==> src/rtl/core/mdio_management_master_assert.svh <==
// assertion macros for the mdio management master
`ifndef MDIO_MANAGEMENT_MASTER_ASSERT_SVH
`define MDIO_MANAGEMENT_MASTER_ASSERT_SVH

`ifndef ASSERT_OFF
`define MDM_ASSERT_IMP(label, clk, rst_n, cond, prop) \
  label: assert property (@(posedge clk) disable iff (!rst_n) (cond) |-> (prop)) \
    else $error("mdm assertion failed");
`define MDM_ASSERT_NEXT(label, clk, rst_n, cond, prop) \
  label: assert property (@(posedge clk) disable iff (!rst_n) (cond) |=> (prop)) \
    else $error("mdm assertion failed");
`else
`define MDM_ASSERT_IMP(label, clk, rst_n, cond, prop)
`define MDM_ASSERT_NEXT(label, clk, rst_n, cond, prop)
`endif

`endif

==> src/rtl/core/mdm_pkg.sv <==
// shared types and frame constants for the mdio management master
package mdm_pkg;

  localparam logic [1:0] ACT_TICK  = 2'd0;
  localparam logic [1:0] ACT_READ  = 2'd1;
  localparam logic [1:0] ACT_WRITE = 2'd2;

  localparam logic [3:0] OP_READ  = 4'h6;
  localparam logic [3:0] OP_WRITE = 4'h5;
  localparam logic [1:0] TA_WRITE = 2'h2;

  localparam int SEND_BITS = 32;
  localparam int DATA_BITS = 16;

  typedef struct packed {
    logic [1:0]           action;
    logic [4:0]           phy_addr;
    logic [4:0]           reg_addr;
    logic [DATA_BITS-1:0] write_data;
    logic                 mdio_in;
  } mdm_item_t;

  typedef struct packed {
    logic                 mdc_pulse;
    logic                 mdio_out;
    logic                 mdio_drive;
    logic                 busy;
    logic                 done;
    logic [DATA_BITS-1:0] read_data;
    logic                 rejected;
  } mdm_result_t;

endpackage

==> src/rtl/core/mdio_management_master.sv <==
// top level of the clause 22 mdio management master
//
// slave side: one transaction per mdc bit period or command. in_tuser holds
// the action (tick, start read, start write); in_tdata holds phy address,
// register address, write data and the sampled mdio pin level.
// master side: one result transaction per input transaction with the mdc
// pulse flag, mdio level and drive enable, busy, read data and the rejected
// flag; out_tlast marks the last bit period of a frame.
// a read frame takes PREAMBLE_BITS+31 ticks, a write PREAMBLE_BITS+32, after
// the start transaction; a start while a frame runs is rejected.
// a transaction passes an input register, then the frame sequencer logic into
// the result register. one transaction is taken every cycle unless the result
// side stalls; the counter and shift registers update once per transaction.
// reset clears the stages and returns the sequencer to idle with mdio released.
// when out_tready is low the result register holds, the input register still
// takes one transaction, and in_tready then drops until the result is taken.
`include "mdio_management_master_assert.svh"

module mdio_management_master
  import mdm_pkg::*;
#(
  parameter int PREAMBLE_BITS = 32
) (
  input  logic        clk,
  input  logic        rst_n,
  input  logic        in_tvalid,
  output logic        in_tready,
  input  logic [31:0] in_tdata,   // phy_addr, reg_addr, write_data, mdio_in, zero fill
  input  logic [1:0]  in_tuser,   // action
  output logic        out_tvalid,
  input  logic        out_tready,
  output logic [23:0] out_tdata,  // mdc_pulse, mdio_out, mdio_drive, busy_res,
                                  // read_data, rejected, zero fill
  output logic        out_tlast
);

  logic        s1_valid_r;
  mdm_item_t   s1_item_r;
  logic        can_load;
  logic        adv;
  mdm_result_t eng_res;
  mdm_result_t out_res;

  assign adv       = s1_valid_r && can_load;
  assign in_tready = !s1_valid_r || can_load;

  always_ff @(posedge clk) begin
    if (!rst_n) begin
      s1_valid_r <= 1'b0;
    end else if (in_tready) begin
      s1_valid_r <= in_tvalid;
    end
  end

  always_ff @(posedge clk) begin
    if (in_tready && in_tvalid) begin
      s1_item_r.action     <= in_tuser;
      s1_item_r.phy_addr   <= in_tdata[4:0];
      s1_item_r.reg_addr   <= in_tdata[9:5];
      s1_item_r.write_data <= in_tdata[25:10];
      s1_item_r.mdio_in    <= in_tdata[26];
    end
  end

  mdm_frame_engine #(
    .PREAMBLE_BITS(PREAMBLE_BITS)
  ) u_engine (
    .clk  (clk),
    .rst_n(rst_n),
    .adv  (adv),
    .item (s1_item_r),
    .res  (eng_res)
  );

  mdm_out_stage u_out (
    .clk       (clk),
    .rst_n     (rst_n),
    .load_valid(s1_valid_r),
    .load_data (eng_res),
    .can_load  (can_load),
    .out_valid (out_tvalid),
    .out_ready (out_tready),
    .out_data  (out_res)
  );

  assign out_tdata = {3'b000, out_res.rejected, out_res.read_data, out_res.busy,
                      out_res.mdio_drive, out_res.mdio_out, out_res.mdc_pulse};
  assign out_tlast = out_res.done;

  `MDM_ASSERT_IMP(a_stall_only_downstream, clk, rst_n, !in_tready,
                  out_tvalid && !out_tready)
  `MDM_ASSERT_IMP(a_released_low, clk, rst_n, out_tvalid && !out_tdata[2],
                  !out_tdata[1])
  `MDM_ASSERT_IMP(a_done_in_frame, clk, rst_n, out_tvalid && out_tlast,
                  out_tdata[0] && out_tdata[3])
  `MDM_ASSERT_IMP(a_reject_quiet, clk, rst_n, out_tvalid && out_tdata[20],
                  !out_tdata[0] && !out_tdata[2] && out_tdata[3])

endmodule

==> src/rtl/core/mdm_frame_engine.sv <==
// frame sequencer: period counter, send and receive shift registers
module mdm_frame_engine
  import mdm_pkg::*;
#(
  parameter int PREAMBLE_BITS = 32
) (
  input  logic        clk,
  input  logic        rst_n,
  input  logic        adv,
  input  mdm_item_t   item,
  output mdm_result_t res
);

  localparam int CNT_W = $clog2(PREAMBLE_BITS + 32);
  localparam logic [CNT_W-1:0] PRE     = CNT_W'(PREAMBLE_BITS);
  localparam logic [CNT_W-1:0] TA_RD   = CNT_W'(PREAMBLE_BITS + 14);
  localparam logic [CNT_W-1:0] DATA_RD = CNT_W'(PREAMBLE_BITS + 15);
  localparam logic [CNT_W-1:0] LAST_RD = CNT_W'(PREAMBLE_BITS + 30);
  localparam logic [CNT_W-1:0] LAST_WR = CNT_W'(PREAMBLE_BITS + 31);

  logic                 active_r, active_nxt;
  logic                 op_rd_r, op_rd_nxt;
  logic [CNT_W-1:0]     cnt_r, cnt_nxt;
  logic [SEND_BITS-1:0] tx_r, tx_nxt;
  logic [DATA_BITS-1:0] rx_r, rx_nxt;
  logic [CNT_W-1:0]     last;
  logic                 done;

  assign last = op_rd_r ? LAST_RD : LAST_WR;
  assign done = (cnt_r >= last);

  always_comb begin
    active_nxt     = active_r;
    op_rd_nxt      = op_rd_r;
    cnt_nxt        = cnt_r;
    tx_nxt         = tx_r;
    rx_nxt         = rx_r;
    res.mdc_pulse  = 1'b0;
    res.mdio_out   = 1'b0;
    res.mdio_drive = 1'b0;
    res.busy       = active_r;
    res.done       = 1'b0;
    res.rejected   = 1'b0;
    unique case (item.action)
      ACT_READ, ACT_WRITE: begin
        if (active_r) begin
          res.rejected = 1'b1;
        end else begin
          op_rd_nxt = (item.action == ACT_READ);
          if (item.action == ACT_READ) begin
            tx_nxt = {OP_READ, item.phy_addr, item.reg_addr, 18'd0};
          end else begin
            tx_nxt = {OP_WRITE, item.phy_addr, item.reg_addr, TA_WRITE, item.write_data};
          end
          rx_nxt         = '0;
          cnt_nxt        = '0;
          active_nxt     = 1'b1;
          res.mdio_drive = 1'b1;
          res.busy       = 1'b1;
        end
      end
      ACT_TICK: begin
        if (active_r) begin
          res.mdc_pulse = 1'b1;
          res.done      = done;
          priority if (cnt_r < PRE) begin
            res.mdio_out   = 1'b1;
            res.mdio_drive = 1'b1;
          end else if (op_rd_r && cnt_r >= TA_RD) begin
            if (cnt_r >= DATA_RD) begin
              rx_nxt = {rx_r[DATA_BITS-2:0], item.mdio_in};
            end
          end else begin
            res.mdio_out   = tx_r[SEND_BITS-1];
            res.mdio_drive = 1'b1;
            tx_nxt         = {tx_r[SEND_BITS-2:0], 1'b0};
          end
          if (done) begin
            active_nxt = 1'b0;
            cnt_nxt    = '0;
          end else begin
            cnt_nxt = cnt_r + 1'b1;
          end
        end
      end
      default: begin
      end
    endcase
    res.read_data = rx_nxt;
  end

  always_ff @(posedge clk) begin
    if (!rst_n) begin
      active_r <= 1'b0;
      op_rd_r  <= 1'b0;
      cnt_r    <= '0;
      tx_r     <= '0;
      rx_r     <= '0;
    end else if (adv) begin
      active_r <= active_nxt;
      op_rd_r  <= op_rd_nxt;
      cnt_r    <= cnt_nxt;
      tx_r     <= tx_nxt;
      rx_r     <= rx_nxt;
    end
  end

endmodule

==> src/rtl/core/mdm_out_stage.sv <==
// result register toward the master-side stream
module mdm_out_stage
  import mdm_pkg::*;
(
  input  logic        clk,
  input  logic        rst_n,
  input  logic        load_valid,
  input  mdm_result_t load_data,
  output logic        can_load,
  output logic        out_valid,
  input  logic        out_ready,
  output mdm_result_t out_data
);

  logic        valid_r;
  mdm_result_t data_r;

  assign can_load  = !valid_r || out_ready;
  assign out_valid = valid_r;
  assign out_data  = data_r;

  always_ff @(posedge clk) begin
    if (!rst_n) begin
      valid_r <= 1'b0;
    end else if (can_load) begin
      valid_r <= load_valid;
    end
  end

  always_ff @(posedge clk) begin
    if (can_load && load_valid) begin
      data_r <= load_data;
    end
  end

endmodule

==> config.mk <==
export PLATFORM = sky130hd
export DESIGN_NAME = mdio_management_master
export DESIGN_NICKNAME = d
export VERILOG_FILES = /design/src/rtl/core/mdm_pkg.sv /design/src/rtl/core/mdio_management_master.sv /design/src/rtl/core/mdm_frame_engine.sv /design/src/rtl/core/mdm_out_stage.sv
export VERILOG_INCLUDE_DIRS = /design/src /design/src/rtl/core
export SDC_FILE = /design/constraint.sdc
export NUM_CORES = 1
export LEC_CHECK = 0
export BUFFER_PORTS_ARGS = -buffer_cell sky130_fd_sc_hd__clkbuf_2
export CAP_MARGIN = 10
export CORE_MARGIN = 3
export CORE_UTILIZATION = 25
export DETAILED_ROUTE_END_ITERATION = 8
export SYNTH_ARGS = -nofsm -noshare
export SYNTH_HDL_FRONTEND = slang
export SYNTH_SLANG_ARGS = --single-unit
==> constraint.sdc <==
create_clock -name clk -period 5.38 [get_ports clk]
set_input_delay 0.269 -clock clk [delete_from_list [all_inputs] [get_ports clk]]
set_output_delay 0.269 -clock clk [all_outputs]
set_load 0.02 [all_outputs]
# --- Word level (Yosys, flattened, before mapping) ---
# Cells that the tools add are included.
word_totals:
  in_bits: 38
  output_inout_bits: 27
  regBits: 109
classes:
  n_eq_ne: 6
  n_bitwise: 1
  n_addsub: 1
  magnitude_cmp: 4
  n_mux: 27
  reduce_logical: 15
ops:
  columns: ["op", "n"]
  rows:
  - ["32-bit two-way mux", 4]
  - ["16-bit two-way mux", 5]
  - ["32-bit case mux with 2 select lines", 1]
  - ["16-bit case mux with 2 select lines", 1]
  - ["30-bit two-way mux", 1]
  - ["6-bit two-way mux", 3]
  - ["6-bit >= comparator (second input constant)", 2]
  - ["6-bit case mux with 2 select lines", 1]
  - ["6-bit by 1-bit adder with 6-bit output (second input constant)", 1]
  - ["6-bit >= comparator", 1]
  - ["6-bit less-than comparator (second input constant)", 1]
  - ["2-bit two-way mux", 3]
  - ["2-bit inequality test (second input constant)", 3]
  - ["6-bit AND reduction", 1]
  - ["1-bit two-way mux", 5]
  - ["1-bit case mux with 2 select lines", 2]
  - ["2-bit AND reduction", 2]
  - ["4-bit AND reduction", 1]
  - ["1-bit logical AND", 3]
  - ["3-bit two-way mux", 1]
  - ["3-bit AND reduction", 1]
  - ["2-bit by 1-bit equality test with 1-bit output (second input constant)", 1]
  - ["2-bit equality test (second input constant)", 1]
  - ["1-bit zero test", 2]
  - ["other kinds (6)", 7]

# --- Depth between registers and ports, before layout ---
# Gate-level depths: netlist of run 1.
logic_depth:
  word_depth: 6
  mapped_depth: 9
  mapped_depth_nobuf: 6

# --- Hierarchy ---
# A second synthesis of run 1 with hierarchy kept.
unflattened:
  hier_cells: 355
  area_unflattened_um2: 4449.3
by_module_without_submodules:
  columns: ["module", "n_inst", "cells_per_inst", "area_each_um2"]
  rows:
  - ["mdm_frame_engine", 1, 289, 2768.9]
  - ["mdio_management_master", 1, 39, 962.2]
  - ["mdm_out_stage", 1, 27, 718.2]

# --- Worst setup path after synthesis of run 1 ---
# OpenSTA, ideal clock, no wires.
synth_path:
  path_type: "flip-flop to flip-flop"
  startpoint: "register u_out.valid_r, in the netlist u_out.out_valid"
  endpoint: "register s1_item_r[0] in the netlist's numbering, enable pin"
  path_slack_ps: 3498
  path_stages_with_launch: 4
  required_ps: 4991
  setup_ps: 389
  path_buffers: 0
  arrival_ps: 1494
  cell_sequence: "dfxtp_1 nor2b_1 nand2_1 and2_1"
synth_between:
  elab_chain_len: 4
synth_rtl:
  columns: ["item", "line", "text"]
  rows:
  - ["start, declared", "mdm_out_stage.sv:15", "logic valid_r;"]
  - ["start signal, assigned", "mdm_out_stage.sv:26", "valid_r <= load_valid;"]
  - ["1-bit zero test", "mdm_out_stage.sv:18", "assign can_load = !valid_r || out_ready;"]
  - ["1-bit logical OR", "mdm_out_stage.sv:18", null]
  - ["1-bit logical OR", "mdio_management_master.sv:45", "assign in_tready = !s1_valid_r || can_load;"]
  - ["named net in_tready", "mdio_management_master.sv:27", "output logic in_tready,"]
  - ["1-bit logical AND", "mdio_management_master.sv:56", "if (in_tready && in_tvalid) begin"]
  - ["end, declared", "mdio_management_master.sv:38", "mdm_item_t s1_item_r;"]
# The timed path passes the listed nets, and every way through them passes these cells.
# A chain may end at the register's enable or synchronous reset.

# --- Final worst setup path of run 1 ---
layout_path:
  startpoint: "register s1_item_r[27] in the netlist's numbering"
  endpoint: "register u_engine.tx_r[14]"
layout_between:
  elab_chain_len: 4
layout_rtl:
  columns: ["item", "line", "text"]
  rows:
  - ["2-bit equality test / 2-bit by 1-bit equality test with 1-bit output (equally long branches)", "mdm_frame_engine.sv:44, mdm_frame_engine.sv:50", null]
  - ["2-bit OR reduction / 30-bit two-way mux (equally long branches)", "mdm_frame_engine.sv:44, mdm_frame_engine.sv:50", null]
  - ["2-bit inequality test (no line) (tied with other cells)", null, null]
  - ["6-bit AND reduction (no line) / 32-bit case mux with 2 select lines (equally long branches)", null, null]
  - ["end signal, assigned", "mdm_frame_engine.sv:103", "tx_r <= tx_nxt;"]
  - ["end, declared", "mdm_frame_engine.sv:24", "logic [SEND_BITS-1:0] tx_r, tx_nxt;"]
# Parallel ways exist; a longest one is shown, timed or not. The select of a mux whose other input is x is not followed.

==> impl_metrics.py, run 1 <==
metrics = {
    "final_layout": {
        "final_nets": 441,
        "post_route_cells_drive_above_1_share_pct": 27.54,
        "layout-area-overhead-vs-synth_pct": 17.68,
        "utilization_pct": 30.69,
        "antenna_diode_instance_count": 0,
        "n_fill_cell": 1724,
        "final_design_area_no_fill_um2": 5197,
        "seq_area_um2": 2693,
        "multi_input_area_um2": 1505,
    },
    "worst_hold_path": {
        "worst_hold_startpoint": "in_tdata[16]",
        "hold_path_end": "s1_item_r[7]",
        "min-delay-path-class": "input port to flip-flop",
        "worst_hold_stages": 1,
    },
    "outcome": {
        "run_status": "complete, no violations",
    },
    "sta": {
        "max_slew_margin_pct": 33.01,
        "setup_viol_count_final": 0,
        "tightestPinTransition_ps": 1005,
        "fmax_mhz": 328.9,
        "tns_ps": 0,
        "timing.final.crit_share_pct": 56.51,
        "fin_crit_ps": 3040,
        "setup_repair_after_global_routing_missed_its_margin": "false",
        "fin_worst_skew_ps": 9.596,
        "timing.final.max_slew_violations": 0,
        "final_critical_path_setup_slack_ps": 2340,
        "final-hold-violation-count": 0,
    },
    "grt": {
        "track_usage_pct": 9.022,
        "grt_pass1_wl_mm": 14.35,
        "grt_pass1_vias": 2776,
        "grt-ovfl-total": 0,
        "grt_max_degree": 35,
        "antenna_found_initial": 0,
    },
    "floorplanning": {
        "core_area_um2": 16940,
        "die_height_um": 138.9,
        "rows": 47,
        "initial_core_util_pct": 26.08,
        "dieWidth_um": 138.9,
        "io-pin-count": 65,
        "floorplan.die_area_um2": 19300,
    },
    "route": {
        "vias_per_cell": 4.624,
        "drt.antenna.violating_nets": 0,
        "route.detailed.wl_per_inst_um": 13.77,
        "vias": 2881,
        "first_iter_violations": 164,
        "routed_wl_mm": 8.580,
        "remaining_drc_errors": 0,
        "dr.pass1.iters": 4,
    },
    "logic_synthesis": {
        "ys_top_cells_by_count": "58 x sky130_fd_sc_hd__dfxtp_1, 51 x sky130_fd_sc_hd__edfxtp_1, 39 x sky130_fd_sc_hd__a21oi_1, 21 x sky130_fd_sc_hd__a211oi_1",
        "commonest_register_cell_after_synthesis": "sky130_fd_sc_hd__dfxtp_1",
        "synth.largest_area_cell": "sky130_fd_sc_hd__edfxtp_1",
        "synthesis.yosys.warnings": 0,
        "seq_area_frac_synth_pct": 60.96,
        "ys_seq_elements": 109,
        "synth-edff-count": 51,
        "postSynth.asyncResetShare_pct": 0,
        "synthCells": 352,
        "yosysMostFrequentCell": "sky130_fd_sc_hd__dfxtp_1",
        "netlist_area_um2": 4417,
        "synthTopCellsByArea": "sky130_fd_sc_hd__edfxtp_1 35%, sky130_fd_sc_hd__dfxtp_1 26%, sky130_fd_sc_hd__a21oi_1 4.4%",
        "count_of_unique_library_cells_instantiated_by_yosys": 44,
        "postSynthAreaPerCell_um2": 12.55,
        "synth_top_area_share_pct": 34.67,
    },
    "power_and_ir_drop": {
        "vdd.ir_drop.worst_v": 0.0001577,
        "design_power_total_mw": 1.835,
        "power.static_leakage_nw": 1.857,
        "power_density_nw_per_um2": 353.0,
    },
    "worst_setup_path": {
        "worst-setup-path-type": "flip-flop to flip-flop",
        "regToRegSetupSlack_ps": 2340,
        "worstPathArrival_ps": 3250,
        "r2r.worst_path.cells": 8,
        "worstSetupStartpointType": "flip-flop",
        "r2r-end": "u_engine.tx_r[14]",
        "setup.worst_path.end_class": "flip-flop",
        "worst_ep_required_time_ps": 5590,
        "critical_path_peak_fanout": 34,
        "r2r-start": "s1_item_r[27]",
    },
    "clock_network": {
        "clock_tree.root_cell": "sky130_fd_sc_hd__clkbuf_16",
        "cts-root-to-sink-buffers": 2,
        "cts_htree_levels": 3,
        "cts-resized-gates": 0,
        "clk_pin_slew_ps": 70,
        "holdBufCountCts": 0,
        "clkSinkCount": 109,
        "clock_latency_ps": 340,
        "post_cts_setup_repair_bufs": 0,
        "cts_tree": "done",
        "cts-buffers-inserted": 9,
    },
    "placement": {
        "placed_cell_area_um2": 4840,
        "dpl_ws_ps": 2372,
        "place_hpwl_mm": 5.744,
        "numPortBuffers": 56,
        "place_congestion": 0.7530,
    },
    "run": {
        "drv_cap": 0,
    },
}
==> cell type report <==
cell class | count | area share (%)
Tap cell | 220 | 5.296
Inverter | 13 | 0.9389
Multi-Input combinational cell | 204 | 28.96
Clock buffer | 10 | 4.598
Timing Repair Buffer | 61 | 6.115
Sequential cell | 109 | 51.81
Clock inverter | 6 | 2.287
==> critical path, cell delays in order (launching register included) <==
cell,delay (ps)
sky130_fd_sc_hd__edfxtp_1,390
sky130_fd_sc_hd__inv_1,60
sky130_fd_sc_hd__ha_1,180
sky130_fd_sc_hd__buf_4,250
sky130_fd_sc_hd__inv_1,250
sky130_fd_sc_hd__a41o_1,800
sky130_fd_sc_hd__and2_1,450
sky130_fd_sc_hd__buf_4,350
sky130_fd_sc_hd__a211oi_1,130
==> layer usage <==
metal | GRT usage [%] | vias to the layer above | wire length [um]
met3 | 2.655 | 9 | 419
met1 | 12.34 | 1379 | 4060
li1 | - | 1431 | -
met4 | 2.884 | 0 | 80
met2 | 13.78 | 62 | 4018
met5 | 0 | - | 0
==> placed cells by master, fill, tap and decap left out, types with 9 or more instances in the layout <==
| cell | n |
|---|---|
| sky130_fd_sc_hd__a211oi_1 | 21 |
| sky130_fd_sc_hd__dfxtp_1 | 58 |
| sky130_fd_sc_hd__mux2i_1 | 12 |
| sky130_fd_sc_hd__a21oi_1 | 39 |
| sky130_fd_sc_hd__a22o_2 | 16 |
| sky130_fd_sc_hd__nand2_1 | 13 |
| sky130_fd_sc_hd__a22o_1 | 16 |
| sky130_fd_sc_hd__clkbuf_2 | 56 |
| sky130_fd_sc_hd__a22oi_1 | 15 |
| sky130_fd_sc_hd__inv_1 | 13 |
| sky130_fd_sc_hd__clkbuf_16 | 9 |
| sky130_fd_sc_hd__edfxtp_1 | 51 |
==> flip-flops by register name, indices dropped and copies added, names as in the netlist <==
| register | cells |
|---|---|
| s1_item_r | 29 |
| u_engine.rx_r | 16 |
| u_engine.op_rd_r | 1 |
| s1_valid_r | 1 |
| u_engine.active_r | 1 |
| u_engine.cnt_r | 6 |
| u_engine.tx_r | 32 |
| u_out.out_valid | 1 |
| u_out.out_data | 22 |
==> cells by family after synthesis <==
kind of cell / after synthesis / share of synthesized area, %
AO/OA/AOI/OAI: 134 / 23.31
XOR/XNOR: 1 / 0.1983
adder cells (fa/ha/maj): 5 / 1.416
buffers and inverters: 41 / 5.127
flip-flops: 109 / 60.96
multiplexers: 12 / 2.720
other: 1 / 0.08490
AND/OR/NAND/NOR: 49 / 6.176
==> power breakdown <==
part / total (mW) / internal [mW] / switching, mW / leakage (nW)
Combinational: 0.138 / 0.0484 / 0.0899 / 0.730
Clock: 0.771 / 0.473 / 0.299 / 0.175
Sequential: 0.925 / 0.907 / 0.0181 / 0.952
==> worst max path at each step <==
stage                     from           endpoint  slack [ps]  cells past startpoint
3_3_place_gp     s1_item_r[27]   u_engine.tx_r[0]        2410                      8
6_report         s1_item_r[27]  u_engine.tx_r[14]        2340                      8
4_1_cts          s1_item_r[27]  u_engine.tx_r[14]        2350                      8
5_1_grt          s1_item_r[27]  u_engine.tx_r[14]        2070                      8
3_5_place_dp     s1_item_r[27]  u_engine.tx_r[26]        2370                      8
2_1_floorplan  u_out.out_valid       s1_item_r[0]        3500                      3
==> metrics by stage <==
stage	hold WS [ps]	std cells
floorplan	367.9	354
global placement	445.6	607
detailed placement	447.6	607
CTS	81.34	623
global route	71.10	623
finish	91.32	623
Power figures use the tool's default switching activity.
==> run 2, diff against run 1 <==
==> constraint.sdc (replaced) <==
create_clock -name clk -period 2.97 [get_ports clk]
set_input_delay 0.1485 -clock clk [delete_from_list [all_inputs] [get_ports clk]]
set_output_delay 0.1485 -clock clk [all_outputs]
set_load 0.02 [all_outputs]
==> run 2 against run 1 <==
Compared with the run above:
- cell count is 5.0% higher
- maximum frequency is 36% higher
- via count is 6.6% higher
- first-iteration DRC count is 4.3% higher
- register-to-register slack worse by 1600 ps
- sequential share of layout area is 2.3 points lower
- non-clock buffer count is 31 higher
- power is 71% higher
- critical endpoint is now u_out.out_data[1]
- clock skew is 4.2 ps lower
- sequential power is 82% higher
- clock power is 52% higher
==> impl_metrics.py, run 2 (synthesized netlist as in run 1, its figures left out) <==
metrics = {
    "placement": {
        "dpl_ws_ps": 758.9,
        "place_hpwl_mm": 5.809,
        "place_congestion": 0.8046,
        "numPortBuffers": 56,
    },
    "final_layout": {
        "final_nets": 472,
        "utilization_pct": 32.10,
        "regMostFlops": "u_engine.tx_r",
        "antenna_diode_instance_count": 0,
        "n_fill_cell": 1707,
        "layout_common_cells": "58 x sky130_fd_sc_hd__dfxtp_1, 56 x sky130_fd_sc_hd__clkbuf_2, 51 x sky130_fd_sc_hd__edfxtp_1",
        "largest_register_ff_count": 32,
        "final_common_cell": "sky130_fd_sc_hd__dfxtp_1",
        "post_route_cells_drive_above_1_share_pct": 25.58,
        "layout-area-overhead-vs-synth_pct": 23.09,
    },
    "grt": {
        "antenna_found_initial": 0,
        "track_usage_pct": 9.331,
        "grt_pass1_wl_mm": 15.12,
        "grt_pass1_vias": 2988,
        "grt-ovfl-total": 0,
        "grt_max_degree": 34,
    },
    "worst_setup_path": {
        "r2r-start": "u_engine.cnt_r[1]",
        "setup.worst_path.end_class": "flip-flop",
        "r2r-end": "u_out.out_data[1]",
        "crit_chain": "ha_1 -> a41oi_1 -> o31ai_1 -> nand2_1 -> a22o_2",
        "critical_path_peak_fanout": 16,
        "r2r.worst_path.cells": 5,
        "worst_ep_required_time_ps": 3060,
        "worstSetupStartpointType": "flip-flop",
        "cp_slowest_stage_delay_ps": 430,
        "regToRegSetupSlack_ps": 730,
        "worstPathArrival_ps": 2330,
        "crit_path_top_delay_cell": "sky130_fd_sc_hd__nand2_1",
        "worst-setup-path-type": "flip-flop to flip-flop",
    },
    "clock_network": {
        "clk_pin_slew_ps": 70,
        "clock_tree.root_cell": "sky130_fd_sc_hd__clkbuf_16",
        "holdBufCountCts": 28,
        "cts_tree": "done",
        "cts-resized-gates": 0,
        "cts_htree_levels": 3,
        "cts-root-to-sink-buffers": 2,
        "clock_latency_ps": 340,
        "post_cts_setup_repair_bufs": 0,
        "clkSinkCount": 109,
        "cts-buffers-inserted": 9,
    },
    "sta": {
        "fmax_mhz": 446.5,
        "final-hold-violation-count": 0,
        "tightestPinTransition_ps": 835.9,
        "fin_crit_ps": 2240,
        "max_slew_margin_pct": 44.21,
        "finalHoldWorstSlack_ps": 42.83,
        "setup_viol_count_final": 0,
        "timing.final.max_slew_violations": 0,
        "final_critical_path_setup_slack_ps": 730.4,
        "fin_worst_skew_ps": 5.375,
        "timing.final.crit_share_pct": 75.41,
        "setup_repair_after_global_routing_missed_its_margin": "false",
        "tns_ps": 0,
    },
    "route": {
        "route.detailed.wl_per_inst_um": 13.54,
        "vias": 3071,
        "first_iter_violations": 171,
        "drt.antenna.violating_nets": 0,
        "vias_per_cell": 4.696,
        "routed_wl_mm": 8.855,
        "remaining_drc_errors": 0,
        "dr.pass1.iters": 4,
    },
    "worst_hold_path": {
        "worst_hold_stages": 3,
        "hold_path_end": "s1_valid_r",
        "worst_hold_startpoint": "in_tvalid",
        "min-delay-path-class": "input port to flip-flop",
    },
    "outcome": {
        "run_status": "complete, no violations",
    },
    "floorplanning": {
        "dieWidth_um": 138.9,
        "floorplan.die_area_um2": 19300,
        "die_height_um": 138.9,
        "rows": 47,
        "io-pin-count": 65,
        "core_area_um2": 16940,
        "initial_core_util_pct": 26.08,
    },
    "run": {
        "drv_cap": 0,
    },
    "power_and_ir_drop": {
        "power.static_leakage_nw": 1.949,
        "power_density_nw_per_um2": 575.5,
        "vdd.ir_drop.worst_v": 0.0003127,
    },
}
[run 2: changes by cell type in the layout (fill, tap and decap cells not counted), sizes merged]
cell | before | now
bufinv | 3 | 1
dlygate4sd3 | 0 | 29
clkinvlp | 0 | 2
buf | 5 | 7
[run 2: area by class of cell]
type                       instances  area [um2]  share of cell area [%]
clock buffer                      10       229.0                   4.212
sequential                       109        2693                   49.53
timing repair buffer              92       623.1                   11.46
inverter                          13       48.80                  0.8976
tap                              220       275.3                   5.063
clock inverter                     6       62.56                   1.151
multi-input combinational        204        1505                   27.69
[run 2: worst max-delay path, delay by kind of cell (launching register included)]
kind	cells	cell delay (ps)
AOI/OAI and AO/OA	3	920
and+or+nand+nor	1	430
DFF	1	420
adders and majority gates	1	230
[run 2: through the flow]
| stage | cells | area, um2 | total power, mW |
|---|---|---|---|
| floorplan | 354 | 4424 | 1.893 |
| global placement | 609 | 4855 | 1.957 |
| detailed placement | 609 | 4855 | 1.968 |
| CTS | 653 | 5426 | 3.157 |
| global route | 654 | 5436 | 3.260 |
| finish | 654 | 5436 | 3.129 |
[run 2: metal layers]
metal	up-vias	wire [um]	part of all wire, %	track usage [%]
li1	1506	-	-	-
met2	73	4287	48	15.26
met4	0	18	0.20	2.472
met1	1488	4174	47	12.11
met5	-	0	0	0
met3	4	375	4.2	2.759
[run 2: how the worst max path moves through the flow]
stage,startpoint,endpoint,slack (ps)
global route,u_engine.cnt_r[1],u_out.out_data[14],610
detailed placement,u_engine.cnt_r[1],u_out.out_data[6],760
CTS,u_engine.cnt_r[1],u_out.out_data[6],740
floorplan,u_out.out_valid,s1_item_r[0],1090
global placement,u_engine.cnt_r[1],u_out.out_data[1],870
finish,u_engine.cnt_r[1],u_out.out_data[1],730
[run 2: report_power, final]
part	switching, mW	leakage (nW)	internal (mW)	total (mW)
Clock	0.515	0.137	0.653	1.17
Combinational	0.170	0.860	0.115	0.285
Sequential	0.0334	0.952	1.64	1.68
Total	0.718	1.95	2.41	3.13
==> run 3, diff against run 2 <==
--- a/config.mk
+++ b/config.mk
@@ -6,6 +6,7 @@
 export SDC_FILE = /design/constraint.sdc
 export NUM_CORES = 1
 export LEC_CHECK = 0
+export ABC_AREA = 1
 export BUFFER_PORTS_ARGS = -buffer_cell sky130_fd_sc_hd__clkbuf_2
 export CAP_MARGIN = 10
 export CORE_MARGIN = 3
==> constraint.sdc (replaced) <==
create_clock -name clk -period 2 [get_ports clk]
set_input_delay 0.1 -clock clk [delete_from_list [all_inputs] [get_ports clk]]
set_output_delay 0.1 -clock clk [all_outputs]
set_load 0.02 [all_outputs]
==> run 3 against run 2 <==
Compared with the run above:
- cell area increased by 11%
- global-route usage increased by 0.21 points
- maximum frequency rose by 19%
- register-to-register slack lost 610 ps
- cell count increased by 34%
- area after synthesis up 9.5%
- synthesized cell count up 50%
- sequential share of layout area is 5.1 points lower
- critical path type unchanged
- critical endpoint is now u_engine.tx_r[4]
==> impl_metrics.py, run 3 <==
metrics = {
    "grt": {
        "grt_pass1_vias": 3448,
        "grt-ovfl-total": 0,
        "track_usage_pct": 9.543,
        "antenna_found_initial": 0,
        "grt_max_degree": 49,
        "grt_pass1_wl_mm": 16.67,
    },
    "route": {
        "route.detailed.wl_per_inst_um": 11.30,
        "dr.pass1.iters": 4,
        "vias": 3639,
        "vias_per_cell": 4.140,
        "first_iter_violations": 172,
        "routed_wl_mm": 9.937,
        "drt.antenna.violating_nets": 0,
        "remaining_drc_errors": 0,
    },
    "logic_synthesis": {
        "yosysMostFrequentCell": "sky130_fd_sc_hd__nand2_1",
        "synthCells": 527,
        "commonest_register_cell_after_synthesis": "sky130_fd_sc_hd__dfxtp_1",
        "ys_top_cells_by_count": "94 x sky130_fd_sc_hd__nand2_1, 79 x sky130_fd_sc_hd__nor2_1, 58 x sky130_fd_sc_hd__dfxtp_1, 52 x sky130_fd_sc_hd__inv_1, 51 x sky130_fd_sc_hd__edfxtp_1",
        "synth.largest_area_cell": "sky130_fd_sc_hd__edfxtp_1",
        "netlist_area_um2": 4835,
        "count_of_unique_library_cells_instantiated_by_yosys": 34,
        "ys_seq_elements": 109,
        "synthTopCellsByArea": "sky130_fd_sc_hd__edfxtp_1 32%, sky130_fd_sc_hd__dfxtp_1 24%, sky130_fd_sc_hd__nand2_1 7.3%",
        "postSynth.asyncResetShare_pct": 0,
        "synthesis.yosys.warnings": 0,
        "synth_top_area_share_pct": 31.68,
        "postSynthAreaPerCell_um2": 9.174,
        "synth-edff-count": 51,
        "seq_area_frac_synth_pct": 55.69,
    },
    "floorplanning": {
        "die_height_um": 145.1,
        "initial_core_util_pct": 25.67,
        "dieWidth_um": 145.1,
        "floorplan.die_area_um2": 21040,
        "rows": 50,
        "io-pin-count": 65,
        "core_area_um2": 18830,
    },
    "final_layout": {
        "antenna_diode_instance_count": 0,
        "n_fill_cell": 1960,
        "largest_register_ff_count": 32,
        "utilization_pct": 32.17,
        "post_route_cells_drive_above_1_share_pct": 18.26,
        "final_nets": 657,
        "layout-area-overhead-vs-synth_pct": 25.28,
        "final_design_area_no_fill_um2": 6057,
        "regMostFlops": "u_engine.tx_r",
        "final_common_cell": "sky130_fd_sc_hd__nand2_1",
        "layout_common_cells": "94 x sky130_fd_sc_hd__nand2_1, 79 x sky130_fd_sc_hd__nor2_1, 58 x sky130_fd_sc_hd__dfxtp_1",
    },
    "worst_setup_path": {
        "setup.worst_path.end_class": "flip-flop",
        "worstSetupStartpointType": "flip-flop",
        "worstPathArrival_ps": 2130,
        "worst-setup-path-type": "flip-flop to flip-flop",
        "critical_path_peak_fanout": 22,
        "cp_slowest_stage_delay_ps": 420,
        "crit_chain": "inv_1 -> ha_4 -> nand2_1 -> inv_2 -> nor2_4 -> nand2_4 -> a21oi_4 -> nand2_4 -> buf_12 -> o21ai_0 -> nor2_1",
        "crit_path_top_delay_cell": "sky130_fd_sc_hd__edfxtp_1",
        "worst_ep_required_time_ps": 2240,
        "critPathMostFrequentCell": "sky130_fd_sc_hd__nand2_4",
    },
    "outcome": {
        "run_status": "complete, no violations",
    },
    "power_and_ir_drop": {
        "power.static_leakage_nw": 2.640,
        "vdd.ir_drop.worst_v": 0.0004319,
        "power_density_nw_per_um2": 785.2,
    },
    "sta": {
        "fmax_mhz": 531.1,
        "setup_viol_count_final": 0,
        "tns_ps": 0,
        "timing.final.max_slew_violations": 0,
        "tightestPinTransition_ps": 509.4,
        "fin_worst_skew_ps": 8.302,
        "final-hold-violation-count": 0,
        "max_slew_margin_pct": 66.04,
        "fin_crit_ps": 1883,
        "timing.final.crit_share_pct": 94.14,
        "finalHoldWorstSlack_ps": 24.20,
    },
    "clock_network": {
        "cts_tree": "done",
        "cts-buffers-inserted": 9,
        "clock_tree.root_cell": "sky130_fd_sc_hd__clkbuf_16",
        "clock_latency_ps": 350,
        "cts_htree_levels": 3,
        "clk_pin_slew_ps": 70,
        "cts-root-to-sink-buffers": 2,
        "clkSinkCount": 109,
    },
    "worst_hold_path": {
        "min-delay-path-class": "input port to flip-flop",
    },
    "placement": {
        "place_hpwl_mm": 6.334,
        "place_congestion": 0.7830,
        "placed_cell_area_um2": 5448,
        "numPortBuffers": 56,
    },
    "run": {
        "drv_cap": 0,
    },
}
## run 3: changes by cell type after synthesis, sizes merged, moves of 4 or more
cell / before / now
a22o: 32 / 15
and2: 4 / 0
nand3: 4 / 39
a211oi: 28 / 1
or3: 6 / 0
a21oi: 41 / 25
nor2: 7 / 84
nand2: 13 / 103
inv: 13 / 55
a22oi: 15 / 0
o21ai: 7 / 39
## run 3: power by group
| group | internal, mW | switching [mW] | total, mW |
|---|---|---|---|
| logic | 0.228 | 0.304 | 0.532 |
| clock network | 0.869 | 0.846 | 1.72 |
| registers | 2.46 | 0.0515 | 2.51 |
## run 3: cell type report
| cell class | count | area (um2) | share of cell area (%) |
|---|---|---|---|
| clock buffers | 10 | 229.0 | 3.780 |
| clock inverters | 6 | 55.05 | 0.9089 |
| inverters | 55 | 211.5 | 3.491 |
| multi-input cells | 336 | 1755 | 28.98 |
| flip-flops and latches | 109 | 2693 | 44.45 |
| well taps | 260 | 325.3 | 5.371 |
| repair buffers | 103 | 788.3 | 13.01 |
## run 3: logic make-up (layout without fill, tap and decap cells)
kind of cell / count (synthesis) / in the layout / synth area share [%]
other: 1 / 3 / 0.07757
adder cells (fa/ha/maj): 5 / 5 / 1.294
XOR/XNOR: 2 / 2 / 0.3624
flip-flops: 109 / 109 / 55.69
multiplexers: 10 / 10 / 2.070
AO/OA/AOI/OAI: 82 / 82 / 10.59
AND/OR/NAND/NOR: 234 / 234 / 21.51
buffers and inverters: 84 / 174 / 8.411
## run 3: final timing paths
| kind | startpoint | end | slack [ps] | cells past startpoint |
|---|---|---|---|---|
| max | s1_item_r[27] | u_engine.tx_r[4] | 120 | 11 |
| min reg2reg | u_engine.rx_r[9] | u_engine.rx_r[9] | 470 | 2 |
| max reg2reg | s1_item_r[27] | u_engine.tx_r[4] | 120 | 11 |
| min | in_tvalid | s1_valid_r | 20 | 3 |
## run 3: worst max-delay path: cells and delay by family, from the launching register on
family | cells | cell delay [ps]
DFF | 1 | 420
AOI/OAI and AO/OA | 2 | 370
and+or+nand+nor | 5 | 420
adders and majority gates | 1 | 220
buffers and inverters | 3 | 340
## run 3: routing by layer
layer	share of wire, %	routed length [um]	global-route usage [%]	vias up
met4	1.0	99	2.612	0
met5	0	0	0	-
li1	-	-	-	1902
met3	3.4	339	2.686	6
met2	47	4644	15.45	70
met1	49	4853	12.58	1661
## run 3: what timing repair did
action,CTS,global route
setup buffers,0,2
hold buffers,29,0
setup endpoints to repair,0,57
resized for setup,0,5
endpoints found under the hold margin,29,0
## run 3: metrics by stage
step	worst slack, ps	cells	power (mW)
floorplan	117.7	529	2.893
global route	-9.771	879	4.996
finish	117.3	879	4.756
global placement	89.47	832	3.038
CTS	3.336	877	4.820
detailed placement	27.11	832	3.044
